`src/sv/lefc_pkg.sv`:
```
// ----------------------------------------------------------------------------
// lefc_pkg
// Shared types, constants and the bytewise CRC-32 update for the log entry
// framer.
// ----------------------------------------------------------------------------
`default_nettype none

package lefc_pkg;

    // Parameter defaults
    localparam int MAX_PAYLOAD_DEF  = 64;
    localparam int SECTOR_BYTES_DEF = 4096;
    localparam int ADDRESS_BITS_DEF = 24;

    // Fixed field widths
    localparam int FIELD_ADDR_W = 24;
    localparam int LEN_W        = 8;
    localparam int BYTE_W       = 8;
    localparam int CRC_W        = 32;
    localparam int APB_ADDR_W   = 3;
    localparam int APB_DATA_W   = 32;

    // Record overhead around the payload: magic header (0xDEADBEEF, implied),
    // length word and CRC word.
    localparam int HEADER_BYTES   = 4;
    localparam int OVERHEAD_BYTES = 12;

    localparam logic [CRC_W-1:0] CRC_POLY = 32'hEDB8_8320;
    localparam logic [CRC_W-1:0] CRC_ONES = 32'hFFFF_FFFF;

    // Register index (word address bit)
    localparam logic REG_INITIAL_HEAD = 1'b0;

    typedef enum logic {
        KIND_BYTE    = 1'b0,
        KIND_TRAILER = 1'b1
    } kind_t;

    typedef enum logic {
        STATUS_OK       = 1'b0,
        STATUS_TOO_LONG = 1'b1
    } status_t;

    // Trailer beat held in the result stage
    typedef struct packed {
        logic [FIELD_ADDR_W-1:0] entry_address;
        logic [LEN_W-1:0]        stored_length;
        logic [CRC_W-1:0]        crc_value;
        logic                    crosses_sector;
        status_t                 status;
    } trailer_t;

    // Reflected CRC-32, one byte: eight shift/xor steps
    function automatic logic [CRC_W-1:0] crc32_byte(
        input logic [CRC_W-1:0]  crc,
        input logic [BYTE_W-1:0] b
    );
        logic [CRC_W-1:0] c;
        c = crc ^ {{(CRC_W-BYTE_W){1'b0}}, b};
        for (int k = 0; k < 8; k++)
        begin
            c = c[0] ? ((c >> 1) ^ CRC_POLY) : (c >> 1);
        end
        return c;
    endfunction

endpackage

`default_nettype wire

```
`src/sv/log_entry_framer_crc32_core.sv`:
```
// ----------------------------------------------------------------------------
// log_entry_framer_crc32_core
// Frames append-only flash log records: payload byte writes plus a trailer
// with entry start, length, CRC-32, a sector crossing flag and a status.
// ----------------------------------------------------------------------------
// A result beat is registered and shows in the cycle after its input is accepted.
// Throughput: one input beat per cycle while result_ready is high; the final byte
//   of an entry yields two result beats (byte, trailer), so the entry side pauses
//   there until the byte beat is taken. After a head register write the entry side
//   holds ready low while a reciprocal multiply finds head modulo SECTOR_BYTES
//   (quotient, then remainder). Head wrapping past the top of the address space
//   costs nothing. Reset (rst_n, async, active low): head 0, CRC all ones, no entry
//   open, no result pending, sector offset 0 (no remainder pass needed).
`default_nettype none

module log_entry_framer_crc32_core
    import lefc_pkg::*;
#(
    parameter int MAX_PAYLOAD  = MAX_PAYLOAD_DEF,
    parameter int SECTOR_BYTES = SECTOR_BYTES_DEF,
    parameter int ADDRESS_BITS = ADDRESS_BITS_DEF
)
(
    input  wire logic                    clk,
    input  wire logic                    rst_n,
    // configuration port
    input  wire logic                    psel,
    input  wire logic                    penable,
    input  wire logic                    pwrite,
    input  wire logic [APB_ADDR_W-1:0]   paddr,
    input  wire logic [APB_DATA_W-1:0]   pwdata,
    output logic      [APB_DATA_W-1:0]   prdata,
    output logic                         pready,
    // entry byte channel
    input  wire logic                    entry_valid,
    output logic                         entry_ready,
    input  wire logic [LEN_W-1:0]        entry_length,
    input  wire logic [BYTE_W-1:0]       data_byte,
    // result channel
    output logic                         result_valid,
    input  wire logic                    result_ready,
    output logic                         kind,
    output logic [FIELD_ADDR_W-1:0]      write_address,
    output logic [BYTE_W-1:0]            out_byte,
    output logic [FIELD_ADDR_W-1:0]      entry_address,
    output logic [LEN_W-1:0]             stored_length,
    output logic [CRC_W-1:0]             crc_value,
    output logic                         crosses_sector,
    output logic                         status,
    output logic                         last
);

    localparam int AW         = ADDRESS_BITS;
    localparam int RECORD     = MAX_PAYLOAD + OVERHEAD_BYTES;
    localparam int OFF_W      = $clog2(SECTOR_BYTES);
    localparam int SUM_W      = OFF_W + 2;
    localparam int HEAD_SUM_W = AW + 1;
    localparam int PROD_W     = 2 * AW + 1;

    // Sector size reciprocal, rounded up: exact quotient for every head value
    localparam longint unsigned RECIP_L =
        ((64'd1 << (AW + OFF_W)) + 64'(SECTOR_BYTES) - 64'd1) / 64'(SECTOR_BYTES);
    // Sector offset of the top of the address space, dropped when head wraps
    localparam longint unsigned WRAP_L = (64'd1 << AW) % 64'(SECTOR_BYTES);

    localparam logic [SUM_W-1:0]      SECTOR_S   = SUM_W'(SECTOR_BYTES);
    localparam logic [SUM_W-1:0]      RECORD_S   = SUM_W'(RECORD);
    localparam logic [SUM_W-1:0]      RECLAST_S  = SUM_W'(RECORD - 1);
    localparam logic [SUM_W-1:0]      WRAP_S     = SUM_W'(WRAP_L);
    localparam logic [AW:0]           RECIP      = (AW+1)'(RECIP_L);
    localparam logic [OFF_W-1:0]      SECTOR_LOW = OFF_W'(SECTOR_BYTES);
    localparam logic [HEAD_SUM_W-1:0] RECORD_H   = HEAD_SUM_W'(RECORD);
    localparam logic [AW-1:0]         HEADER_A   = AW'(HEADER_BYTES);
    localparam logic [LEN_W-1:0]      MAX_LEN    = LEN_W'(MAX_PAYLOAD);

    // ------------------------------------------------------------------
    // Configuration port
    // ------------------------------------------------------------------
    logic [FIELD_ADDR_W-1:0] init_head_reg;
    logic                    cfg_wr;
    logic                    head_wr;

    assign pready  = 1'b1;
    assign cfg_wr  = psel & penable & pwrite & pready;
    assign head_wr = cfg_wr & (paddr[2] == REG_INITIAL_HEAD);

    always_comb
    begin
        prdata = '0;
        if (paddr[2] == REG_INITIAL_HEAD)
        begin
            prdata = APB_DATA_W'(init_head_reg);
        end
    end

    always_ff @(posedge clk or negedge rst_n)
    begin
        if (!rst_n)
        begin
            init_head_reg <= '0;
        end
        else if (head_wr)
        begin
            init_head_reg <= pwdata[FIELD_ADDR_W-1:0];
        end
    end

    // ------------------------------------------------------------------
    // Entry state
    // ------------------------------------------------------------------
    logic [AW-1:0]     head_reg,    head_next;
    logic [OFF_W-1:0]  off_reg,     off_next;      // head modulo sector size
    logic [CRC_W-1:0]  crc_reg,     crc_next;
    logic [LEN_W-1:0]  count_reg,   count_next;
    logic [LEN_W-1:0]  latched_reg, latched_next;
    logic              open_reg,    open_next;
    logic              long_reg,    long_next;

    // remainder unit: quotient phase, then remainder phase
    logic              busy_reg,    busy_next;
    logic              phase_reg,   phase_next;
    logic [AW-1:0]     quot_reg,    quot_next;

    // result stage: byte slot shown ahead of trailer slot
    logic              bv_reg,      bv_next;
    logic [FIELD_ADDR_W-1:0] baddr_reg, baddr_next;
    logic [BYTE_W-1:0] bbyte_reg,   bbyte_next;
    logic              blast_reg,   blast_next;
    logic              tv_reg,      tv_next;
    trailer_t          trl_reg,     trl_next;

    // ------------------------------------------------------------------
    // Per-beat datapath
    // ------------------------------------------------------------------
    logic              accept;
    logic              deliver;
    logic              first;
    logic              zero_len;
    logic [LEN_W-1:0]  cur_len;
    logic              cur_long;
    logic [LEN_W-1:0]  cur_count;
    logic [CRC_W-1:0]  cur_crc;
    logic [CRC_W-1:0]  crc_byte_upd;
    logic [CRC_W-1:0]  crc_after;
    logic [LEN_W-1:0]  count_inc;
    logic              byte_ev;
    logic              trl_ev;
    logic [AW-1:0]     byte_addr;
    logic [HEAD_SUM_W-1:0] head_sum;
    logic              head_wraps;
    logic [SUM_W-1:0]  off_sum;
    logic [SUM_W-1:0]  off_sub1;
    logic [SUM_W-1:0]  off_sub2;
    logic [SUM_W-1:0]  off_wrap;
    logic              crosses;
    logic [PROD_W-1:0] recip_prod;
    logic [2*OFF_W-1:0] back_prod;
    logic [OFF_W-1:0]  head_rem;

    // Accept while no remainder pass runs and the result stage is empty or drains its last beat now.
    assign entry_ready = !busy_reg
                         && ((!bv_reg && !tv_reg)
                             || (result_ready && (bv_reg ^ tv_reg)));
    assign accept      = entry_valid & entry_ready;
    assign deliver     = result_valid & result_ready;

    // First beat of an entry samples its length and restarts the CRC.
    assign first     = !open_reg;
    assign zero_len  = first && (entry_length == '0);
    assign cur_len   = first ? entry_length : latched_reg;
    assign cur_long  = first ? (entry_length > MAX_LEN) : long_reg;
    assign cur_count = first ? '0 : count_reg;
    assign cur_crc   = first ? CRC_ONES : crc_reg;

    assign crc_byte_upd = crc32_byte(cur_crc, data_byte);
    assign byte_ev      = !zero_len && !cur_long;
    assign crc_after    = byte_ev ? crc_byte_upd : cur_crc;
    assign count_inc    = cur_count + LEN_W'(1);
    assign trl_ev       = zero_len || (count_inc == cur_len);

    assign byte_addr = head_reg + HEADER_A + AW'(cur_count);

    // Head advance and wrap past the top of the address space
    assign head_sum   = HEAD_SUM_W'(head_reg) + RECORD_H;
    assign head_wraps = head_sum[AW];

    // Sector test on the unwrapped record end: offset + record - 1 >= sector
    assign crosses  = (SUM_W'(off_reg) + RECLAST_S) >= SECTOR_S;
    assign off_sum  = SUM_W'(off_reg) + RECORD_S;
    assign off_sub1 = (off_sum  >= SECTOR_S) ? (off_sum  - SECTOR_S) : off_sum;
    assign off_sub2 = (off_sub1 >= SECTOR_S) ? (off_sub1 - SECTOR_S) : off_sub1;
    // on a wrap, take away the sector offset of the top of the space
    assign off_wrap = (off_sub2 >= WRAP_S) ? (off_sub2 - WRAP_S)
                                           : (off_sub2 + SECTOR_S - WRAP_S);

    // Head modulo sector size: quotient by reciprocal, then low bits of
    // head - quotient * sector, which is below the sector size
    assign recip_prod = PROD_W'(head_reg) * PROD_W'(RECIP);
    assign back_prod  = (2*OFF_W)'(quot_reg[OFF_W-1:0]) * (2*OFF_W)'(SECTOR_LOW);
    assign head_rem   = head_reg[OFF_W-1:0] - back_prod[OFF_W-1:0];

    // ------------------------------------------------------------------
    // Next state
    // ------------------------------------------------------------------
    always_comb
    begin
        head_next    = head_reg;
        off_next     = off_reg;
        crc_next     = crc_reg;
        count_next   = count_reg;
        latched_next = latched_reg;
        open_next    = open_reg;
        long_next    = long_reg;
        busy_next    = busy_reg;
        phase_next   = phase_reg;
        quot_next    = quot_reg;

        // advance the remainder unit
        if (busy_reg)
        begin
            if (!phase_reg)
            begin
                quot_next  = AW'(recip_prod >> (AW + OFF_W));
                phase_next = 1'b1;
            end
            else
            begin
                off_next   = head_rem;
                busy_next  = 1'b0;
                phase_next = 1'b0;
            end
        end

        if (head_wr)
        begin
            // abandon any open entry and reload head
            head_next    = AW'(pwdata[FIELD_ADDR_W-1:0]);
            off_next     = '0;
            crc_next     = CRC_ONES;
            count_next   = '0;
            latched_next = '0;
            open_next    = 1'b0;
            long_next    = 1'b0;
            busy_next    = 1'b1;
            phase_next   = 1'b0;
        end
        else if (accept)
        begin
            if (trl_ev)
            begin
                crc_next     = CRC_ONES;
                count_next   = '0;
                latched_next = '0;
                open_next    = 1'b0;
                long_next    = 1'b0;
                if (!cur_long)
                begin
                    head_next = head_sum[AW-1:0];
                    if (head_wraps)
                    begin
                        off_next = off_wrap[OFF_W-1:0];
                    end
                    else
                    begin
                        off_next = off_sub2[OFF_W-1:0];
                    end
                end
            end
            else
            begin
                crc_next     = crc_after;
                count_next   = count_inc;
                latched_next = cur_len;
                open_next    = 1'b1;
                long_next    = cur_long;
            end
        end
    end

    // Result stage
    always_comb
    begin
        bv_next    = bv_reg;
        tv_next    = tv_reg;
        baddr_next = baddr_reg;
        bbyte_next = bbyte_reg;
        blast_next = blast_reg;
        trl_next   = trl_reg;

        // drop the beat taken this cycle: byte slot first
        if (deliver)
        begin
            if (bv_reg)
            begin
                bv_next = 1'b0;
            end
            else
            begin
                tv_next = 1'b0;
            end
        end

        if (accept)
        begin
            bv_next    = byte_ev;
            tv_next    = trl_ev;
            baddr_next = FIELD_ADDR_W'(byte_addr);
            bbyte_next = data_byte;
            blast_next = !trl_ev;
            trl_next.entry_address  = FIELD_ADDR_W'(head_reg);
            trl_next.stored_length  = cur_len;
            trl_next.crc_value      = cur_long ? '0 : ~crc_after;
            trl_next.crosses_sector = cur_long ? 1'b0 : crosses;
            trl_next.status         = cur_long ? STATUS_TOO_LONG : STATUS_OK;
        end
    end

    // ------------------------------------------------------------------
    // Registers
    // ------------------------------------------------------------------
    always_ff @(posedge clk or negedge rst_n)
    begin
        if (!rst_n)
        begin
            head_reg    <= '0;
            off_reg     <= '0;
            crc_reg     <= CRC_ONES;
            count_reg   <= '0;
            latched_reg <= '0;
            open_reg    <= 1'b0;
            long_reg    <= 1'b0;
            busy_reg    <= 1'b0;
            phase_reg   <= 1'b0;
            quot_reg    <= '0;
            bv_reg      <= 1'b0;
            tv_reg      <= 1'b0;
        end
        else
        begin
            head_reg    <= head_next;
            off_reg     <= off_next;
            crc_reg     <= crc_next;
            count_reg   <= count_next;
            latched_reg <= latched_next;
            open_reg    <= open_next;
            long_reg    <= long_next;
            busy_reg    <= busy_next;
            phase_reg   <= phase_next;
            quot_reg    <= quot_next;
            bv_reg      <= bv_next;
            tv_reg      <= tv_next;
        end
    end

    // payload of the result stage needs no reset
    always_ff @(posedge clk)
    begin
        baddr_reg <= baddr_next;
        bbyte_reg <= bbyte_next;
        blast_reg <= blast_next;
        trl_reg   <= trl_next;
    end

    // ------------------------------------------------------------------
    // Result beat: byte slot if held, else the trailer
    // ------------------------------------------------------------------
    always_comb
    begin
        result_valid   = bv_reg | tv_reg;
        write_address  = '0;
        out_byte       = '0;
        entry_address  = '0;
        stored_length  = '0;
        crc_value      = '0;
        crosses_sector = 1'b0;
        status         = STATUS_OK;
        if (bv_reg)
        begin
            kind          = KIND_BYTE;
            write_address = baddr_reg;
            out_byte      = bbyte_reg;
            last          = blast_reg;
        end
        else
        begin
            kind           = KIND_TRAILER;
            entry_address  = trl_reg.entry_address;
            stored_length  = trl_reg.stored_length;
            crc_value      = trl_reg.crc_value;
            crosses_sector = trl_reg.crosses_sector;
            status         = trl_reg.status;
            last           = 1'b1;
        end
    end

endmodule

`default_nettype wire

```
`config.mk`:
```
export PLATFORM = sky130hd
export DESIGN_NAME = log_entry_framer_crc32_core
export DESIGN_NICKNAME = d
export VERILOG_FILES = /design/src/sv/lefc_pkg.sv /design/src/sv/log_entry_framer_crc32_core.sv
export SDC_FILE = /design/constraint.sdc
export NUM_CORES = 1
export LEC_CHECK = 0
export BUFFER_PORTS_ARGS = -buffer_cell sky130_fd_sc_hd__buf_4
export CAP_MARGIN = 10
export CORE_MARGIN = 2
export CORE_UTILIZATION = 40
export DETAILED_ROUTE_END_ITERATION = 10
export PLACE_DENSITY = 0.66
export RECOVER_POWER = 100
export SYNTH_ARGS = -nofsm -noshare
export SYNTH_HDL_FRONTEND = slang
export SYNTH_SLANG_ARGS = --single-unit
```
`constraint.sdc`:
```
create_clock -name clk -period 5.33 [get_ports clk]
set_input_delay 0.533 -clock clk [delete_from_list [all_inputs] [get_ports clk]]
set_output_delay 0.533 -clock clk [all_outputs]
set_load 0.005 [all_outputs]
```
Word-level counts from Yosys, hierarchy flattened
Index checks and enable logic that the tools add are counted.
Storage, ports and cells
  bits in registers: 213
  input port bits: 58
  output and inout port bits: 135
Operators by class
  $add $sub $neg: 9
  magnitude comparators: 5
  equal/unequal tests: 3
  multiplexer cells: 63
  bitwise logic cells: 18
  reduce and logical (&&, ||, !) cells: 21
Operator list (count)
  two-way mux 32 bit: 14
  two-way mux 24 bit: 7
  inverter 13 -> 14 bit: 8
  two-way mux 12 bit: 8
  two-way mux 8 bit: 10
  inverter 32 bit: 1
  XOR 32 x 8 -> 32 bit: 1
  two-way mux 14 bit: 2
  adder 12 x 7 -> 13 bit, second input constant: 2
  greater-or-equal comparator 13 bit, second input constant: 2
  adder 24 x 7 -> 25 bit, second input constant: 1
  adder 24 x 3 -> 24 bit, second input constant: 1
  adder 24 x 8 -> 24 bit: 1
  two-way mux 1 bit: 22
  greater-or-equal comparator 14 x 1 -> 1 bit, second input constant: 1
  greater-or-equal comparator 14 x 13 -> 1 bit, second input constant: 1
  subtractor 13 x 13 -> 14 bit, second input constant: 1
  subtractor 14 x 13 -> 14 bit, second input constant: 1
  adder 12 x 1 -> 12 bit, second input constant: 1
  adder 8 x 1 -> 8 bit, second input constant: 1
  equality test 8 bit: 1
  greater-than comparator 8 x 7 -> 1 bit, second input constant: 1
  logical NOT 8 bit: 1
  nonzero test 2 bit: 4
  11 further kinds: 26

Longest topological paths before layout
Gate-level depths: netlist of run 1.
  depth after elaboration: 22
  gate-level depth with buffers: 19
  mapped depth without buffers: 13

Worst setup path after synthesis of run 1
Ideal clock, no wire load.
  path type: reg2reg
  from: register bv_reg
  to: register head_reg[11]
  library setup time: 0.132 ns
  data arrival time: 5.321 ns
  slack: -0.123 ns
  stages on the path, launching flop included: 14
  path buffers: 3
  path through: dfrtp_1 clkbuf_1 clkbuf_1 inv_1 ha_1 a21oi_1 nor2_1 nand2_1 inv_1 nand2_1 buf_2 nor4_2 xnor2_1 o21ai_1
On the way
  longest elaborated chain between the ends: 7
RTL lines
  start, declared: line log_entry_framer_crc32_core.sv:125  | logic bv_reg, bv_next;
  start signal, assigned: line log_entry_framer_crc32_core.sv:350  | bv_reg <= bv_next;
  XOR 1 bit / logical NOT 1 bit (equally long branches): line log_entry_framer_crc32_core.sv:163, log_entry_framer_crc32_core.sv:162
  logical AND 1 bit (on tied branches): line log_entry_framer_crc32_core.sv:163, log_entry_framer_crc32_core.sv:162
  logical OR 1 bit (*): line log_entry_framer_crc32_core.sv:163  | || (result_ready && (bv_reg ^ tv_reg)));
  logical AND 1 bit (*): line log_entry_framer_crc32_core.sv:162  | && ((!bv_reg && !tv_reg)
  named net entry_ready: line log_entry_framer_crc32_core.sv:36  | output logic entry_ready,
  bitwise AND 1 bit (*): line log_entry_framer_crc32_core.sv:164  | assign accept = entry_valid & entry_ready;
  named net accept: line log_entry_framer_crc32_core.sv:135  | logic accept;
  nonzero test 2 bit (no source line) (*)
  AND reduction 3 bit (no source line) (*)
  end signal, assigned: line log_entry_framer_crc32_core.sv:340  | head_reg <= head_next;
  end, declared: line log_entry_framer_crc32_core.sv:111  | logic [AW-1:0] head_reg, head_next;
The timed path passes the listed nets; every way through them passes the cells marked *.
A chain may end at the register's enable or synchronous reset.

Final worst setup path of run 1
  from: register open_reg
  to: register off_reg[7]
On the way
  longest elaborated chain between the ends: 7
RTL lines
  start, declared: line log_entry_framer_crc32_core.sv:116  | logic open_reg, open_next;
  start signal, assigned: line log_entry_framer_crc32_core.sv:345  | open_reg <= open_next;
  two-way mux 8 bit: line log_entry_framer_crc32_core.sv:172  | assign cur_count = first ? '0 : count_reg;
  adder 8 x 1 -> 8 bit: line log_entry_framer_crc32_core.sv:178  | assign count_inc = cur_count + LEN_W'(1);
  equality test 8 bit: line log_entry_framer_crc32_core.sv:179  | assign trl_ev = zero_len || (count_inc == cur_len);
  logical OR 1 bit: line log_entry_framer_crc32_core.sv:179
  two-way mux 12 bit (*): line log_entry_framer_crc32_core.sv:249  | if (trl_ev)
  two-way mux 12 bit (*): line log_entry_framer_crc32_core.sv:247  | else if (accept)
  two-way mux 12 bit (*): line log_entry_framer_crc32_core.sv:234  | if (head_wr)
  named net off_next[7]: line log_entry_framer_crc32_core.sv:112  | logic [OFF_W-1:0] off_reg, off_next;
  end signal, assigned: line log_entry_framer_crc32_core.sv:341  | off_reg <= off_next;
  end, declared: line log_entry_framer_crc32_core.sv:112
Marked as above.

==> impl_metrics.tcl, run 1 <==
set metrics [dict create \
    status "finished with violations" \
    failed_checks "max-capacitance violations, max-slew violations" \
    clock_sinks 213 \
    ios 193 \
    placementRows 61 \
    hold_start "pwdata[14]" \
    synth_edf_count 99 \
    first_pass_iters 5 \
    ys_types 70 \
    drtAntennaViolNets 0 \
    syn_inst 1119 \
    cts_tree "done" \
    rsz0062_at_grt "no" \
    grt_pass1_vias 8367 \
    synthArstFlopShare 0.535 \
    cts_buffer_depth 3 \
    cts_root_buf "clkbuf_16" \
    slew_violations 379 \
    post-route-min-period_ps 4380 \
    nets 1343 \
    critical_path_class "reg -> reg" \
    antenna_found_initial 0 \
    maxCapViolCount 6 \
    synthToLayoutAreaGrowth_pct 18.7 \
    vias 8458 \
    gp_congestion 0.840 \
    ys_seq_elements 213 \
    grt_use_met1 0.244 \
    synth_area_per_cell_um2 10.3 \
    netlist_area_mm2 0.0115 \
    grt_max_degree 102 \
    die-height_um 173 \
    worstSkewPairLatency_ps 520 \
    grt-busiest-layer "met2" \
    worst_setup_path_end_kind "flip-flop" \
    cp_max_fo 41 \
    ys_dominant_reg_cell "edfxtp_1" \
    max-vdd-ir-drop_v 0.000264 \
    viasPerCell 5.09 \
    port-buffer-count 173 \
    hold_viol_final 0 \
    diodes 0 \
    tightest_slew_ps 3140 \
    crit_path_start_kind "flip-flop" \
    slew_headroom -1.09 \
    finalClockSkew_ps 9.52 \
    wl_per_cell_um 16.6 \
    largest_reg_flops 66 \
    worstPathArrival_ps 4790 \
    fin_ws_ps 947 \
    powerDensity_mw_per_mm2 559 \
    use_met2 0.301 \
    htreeDepth 1 \
    coreArea_mm2 0.0280 \
    fmax_mhz 228 \
    numCtsBuffers 24 \
    die_x_um 173 \
    finish.utilization 0.486 \
    drc 0 \
    p_leak_nw 5.49 \
    cts_resized 0 \
    synth.yosys.warnings 0 \
    final_common_cell "nand2_1" \
    grt_first_pass_wirelength_um 45100 \
    drtIter0Drc 543 \
    final_cell_mix "nand2_1, edfxtp_1, nor2b_1" \
    setup-tns-final_ps 0 \
    grt.total_usage 0.183 \
    yosysSeqAreaShare 0.511 \
    timing.rr.start "open_reg" \
    drt_wl_total_um 27600 \
    overflow 0 \
    dp_slack_ps 1370 \
    hpwl_um 18900 \
    start_util 0.410 \
    clk_pin_slew_ps 60 \
    postCtsSetupBuffers 0 \
    holdBufCountCts 0 \
    setup_viol 0 \
    critPathRequiredTime_ps 5730 \
    startpoint "open_reg" \
    hp-class "in -> reg" \
    drive_gt1_frac 0.192 \
    dieArea_mm2 0.0301 \
    fin_crit_sh 0.822 \
    grtUsageMet3 0.0393 \
]
-- cell usage after synthesis, types with 12 or more instances --
master,instances,area (µm²)
nand3_1,15,75.1
o22ai_1,13,81.3
ha_1,18,225
buf_4,15,113
and2_1,45,282
xnor2_1,84,736
dfrtp_1,82,2050
nor4_2,13,163
inv_1,28,105
o21ai_0,58,290
edfxtp_1,99,2970
nand2_1,146,548
nor2_1,81,304
a21oi_1,43,215
nor3_1,14,70.1
dfstp_2,32,841
clkbuf_1,43,161
xor2_1,25,219
nor2b_1,98,613
nand2b_1,12,75.1
o21ai_1,16,80.1
-- critical path, cell delays in order, from the launching register on --
cell and delay, ps:
dfrtp_1 860, buf_4 520, nand2b_1 190, nand2_1 70, a31oi_1 180, clkbuf_1 540, nand2_1 110, clkbuf_2 450
nor2_2 780, mux2_2 410, o22ai_1 150
-- kinds of logic (layout without fill, tap and decap cells) --
family	Yosys count	count (layout)	synth area share
DFF	213	213	0.511
xor gates and xnor gates	115	115	0.0940
adders and majority gates	19	19	0.0214
other	2	9	0.000655
buffers and inverters	101	259	0.0409
and+or+nand+nor	467	467	0.216
AOI/OAI and AO/OA	185	185	0.100
muxes	17	17	0.0157
-- path summary, 6_finish.rpt --
path | to | slack, ps | depth (start not counted)
max in group asynchronous | bv_reg | 1390 | 2
max reg2reg | off_reg[7] | 950 | 10
min in group asynchronous | init_head_reg[19] | 1050 | 1
min reg2reg | init_head_reg[22] | 470 | 2
max | off_reg[7] | 950 | 10
min | init_head_reg[14] | 220 | 3
-- metrics by stage --
step / total power [W] / std cells / hold WS [ps] / area, µm²
after CTS: 0.00781 / 1662 / 97.7 / 13900
after detailed placement: 0.00607 / 1618 / 454 / 13000
after floorplan: 0.00491 / 1126 / 237 / 11500
after global routing: 0.00817 / 1662 / 222 / 13600
final: 0.00762 / 1662 / 223 / 13600
after global placement: 0.00600 / 1618 / 451 / 13000
-- power by group --
group          leakage [nW]  switching (W)  total [W]  internal, W
combinational          2.74        0.00175    0.00309      0.00134
clock                 0.409       0.000665    0.00172      0.00105
sequential             2.35       0.000362    0.00282      0.00245
total                  5.49        0.00278    0.00762      0.00484
-- layout make-up --
type | instances | area, µm²
Fill cell | 2654 | 14400
Sequential cell | 213 | 5870
Multi-Input combinational cell | 812 | 5080
Timing Repair Buffer | 187 | 1270
Clock buffer | 38 | 746
Tap cell | 378 | 473
Inverter | 28 | 109
Clock inverter | 6 | 80.1
-- layer usage --
metal | wire [µm] | share of wire | vias up
met5 | 0 | 0 | -
met4 | 661 | 0.024 | 0
met3 | 1640 | 0.060 | 49
met2 | 13000 | 0.47 | 239
met1 | 12300 | 0.45 | 4088
li1 | - | - | 4082
(Power assumes the default switching activity.)
==> inputs of run 2 (changes only) <==
==> constraint.sdc (replaced) <==
create_clock -name clk -period 4.01 [get_ports clk]
set_input_delay 0.401 -clock clk [delete_from_list [all_inputs] [get_ports clk]]
set_output_delay 0.401 -clock clk [all_outputs]
set_load 0.005 [all_outputs]
==> run 2 against run 1 <==
  * Die area is the same
  * Critical path type unchanged
  * Register-to-register slack worse by 510 ps
  * First-iteration DRC count is 17% higher
  * Global-route usage grew 0.17 points
  * Final area up 0.72%
  * The run still ends with max-capacitance violations, max-slew violations left
  * Sequential power is 32% higher
  * Setup slack lost 510 ps
  * Worst hold slack got worse by 120 ps
  * Flip-flop and latch count is the same
==> impl_metrics.tcl, run 2 (synthesis results as in run 1) <==
set metrics [dict create \
    status "finished with violations" \
    failed_checks "max-capacitance violations, max-slew violations" \
    overflow 0 \
    placementRows 61 \
    die_x_um 173 \
    slew_violations 295 \
    slew_headroom -0.835 \
    cp.depth 13 \
    nets 1356 \
    drtIter0Drc 634 \
    crit_path_cell_trace "nand2_1 -> ha_1 -> inv_1 -> ha_1 -> a21o_1 -> a21oi_1 -> o21ai_0 -> a211o_1 -> a31o_2 -> a21oi_1 -> clkbuf_1 -> nor4_1 -> xor2_1" \
    pwr-share-comb 0.415 \
    worstPathArrival_ps 3820 \
    final_cell_mix "nand2_1, edfxtp_1, nor2b_1" \
    drive_gt1_frac 0.203 \
    powerDensity_mw_per_mm2 739 \
    holdBufCountCts 1 \
    fin_crit_sh 0.891 \
    cts_buffer_depth 3 \
    cts_tree "done" \
    antenna_found_initial 0 \
    critPathBufInv 2 \
    cp_slowest_cell "dfrtp_2" \
    grt.total_usage 0.184 \
    wl_per_cell_um 16.5 \
    dieArea_mm2 0.0301 \
    worst_setup_path_end_kind "flip-flop" \
    holdPathStages 3 \
    fmax_mhz 280 \
    internal-power_w 0.00642 \
    power_frac_clock 0.217 \
    viasPerCell 5.06 \
    start_util 0.410 \
    p_leak_nw 5.54 \
    cts_root_buf "clkbuf_16" \
    postCtsSetupBuffers 0 \
    gp_congestion 0.837 \
    grt_first_pass_wirelength_um 45400 \
    drtAntennaViolNets 0 \
    dp_slack_ps 502 \
    hold_viol_final 0 \
    reg2reg_depth 13 \
    first_pass_iters 5 \
    critPathRequiredTime_ps 4260 \
    numCtsBuffers 24 \
    diodes 0 \
    final_common_cell "nand2_1" \
    hpwl_um 19400 \
    coreArea_mm2 0.0280 \
    clk_pin_slew_ps 60 \
    port-buffer-count 173 \
    hp-class "in -> reg" \
    maxCapViolCount 5 \
    grt_max_degree 102 \
    htreeDepth 1 \
    largest_reg_flops 66 \
    drc 0 \
    vias 8477 \
    max_stage_delay_ps 620 \
    fin_ws_ps 438 \
    critical_path_class "reg -> reg" \
    cts_resized 0 \
    drt_wl_total_um 27700 \
    switching_share 0.367 \
    crit_path_start_kind "flip-flop" \
    rsz0062_at_grt "no" \
    cp_max_fo 23 \
    cp_top_family "compound AO/OA/AOI/OAI gates" \
    post-route-min-period_ps 3570 \
    worstSkewPairLatency_ps 520 \
    clock_sinks 213 \
    grt_pass1_vias 8512 \
    finalClockSkew_ps 9.97 \
    fill_cells 2624 \
    max-vdd-ir-drop_v 0.000279 \
    synthToLayoutAreaGrowth_pct 19.6 \
    sequentialPowerShare 0.368 \
    p_switching_w 0.00372 \
    ios 193 \
    die-height_um 173 \
    setup_viol 0 \
    tightest_slew_ps 2750 \
    setup-tns-final_ps 0 \
]
==> run 2: power by group through the flow <==
stage | Combinational [W] | Clock, W | Sequential, W
floorplan | 0.00305 | 0 | 0.00354
global placement | 0.00434 | 0 | 0.00374
detailed placement | 0.00442 | 0 | 0.00376
CTS | 0.00443 | 0.00226 | 0.00373
global route | 0.00470 | 0.00236 | 0.00383
finish | 0.00421 | 0.00220 | 0.00373
==> run 2: tightest hold or removal path: cells and delay by family <==
kind          cells  cell delay (ps)
buf+inv           1               80
simple gates      2              100
==> run 2: stage by stage <==
| step | util | hold WS (ps) | power [W] | cell area [µm²] | cells |
|---|---|---|---|---|---|
| floorplan | - | 105 | 0.00659 | 11600 | 1126 |
| global placement | 0.470 | 452 | 0.00808 | 13200 | 1630 |
| detailed placement | 0.470 | 456 | 0.00817 | 13200 | 1630 |
| CTS | 0.499 | 76.8 | 0.0104 | 14000 | 1675 |
| global route | 0.490 | 89.2 | 0.0109 | 13700 | 1675 |
| finish | 0.490 | 98.6 | 0.0101 | 13700 | 1675 |
==> run 2: final timing paths <==
| path | start | end | slack [ps] |
|---|---|---|---|
| worst max register to register | open_reg | baddr_reg[20] | 440 |
| worst min register to register | init_head_reg[5] | init_head_reg[5] | 470 |
| max in group asynchronous | rst_n | head_reg[22] | 670 |
| worst min-delay path | pwdata[6] | init_head_reg[6] | 100 |
| min in group asynchronous | rst_n | head_reg[14] | 810 |
| worst max-delay path | open_reg | baddr_reg[20] | 440 |
==> run 2: layer usage <==
metal / share of wire / global-route usage / vias up
li1: - / - / 4127
met1: 0.44 / 0.242 / 4082
met2: 0.47 / 0.311 / 229
met3: 0.069 / 0.0414 / 39
met4: 0.019 / 0.0420 / 0
met5: 0 / 0 / -
==> run 2: layout make-up <==
type	instances	area, µm²	share of cell area
Clock inverter	9	75.1	0.00547
Multi-Input combinational cell	812	5110	0.372
Clock buffer	35	726	0.0529
Tap cell	378	473	0.0345
Sequential cell	213	5870	0.428
Timing Repair Buffer	200	1360	0.0992
Inverter	28	108	0.00784
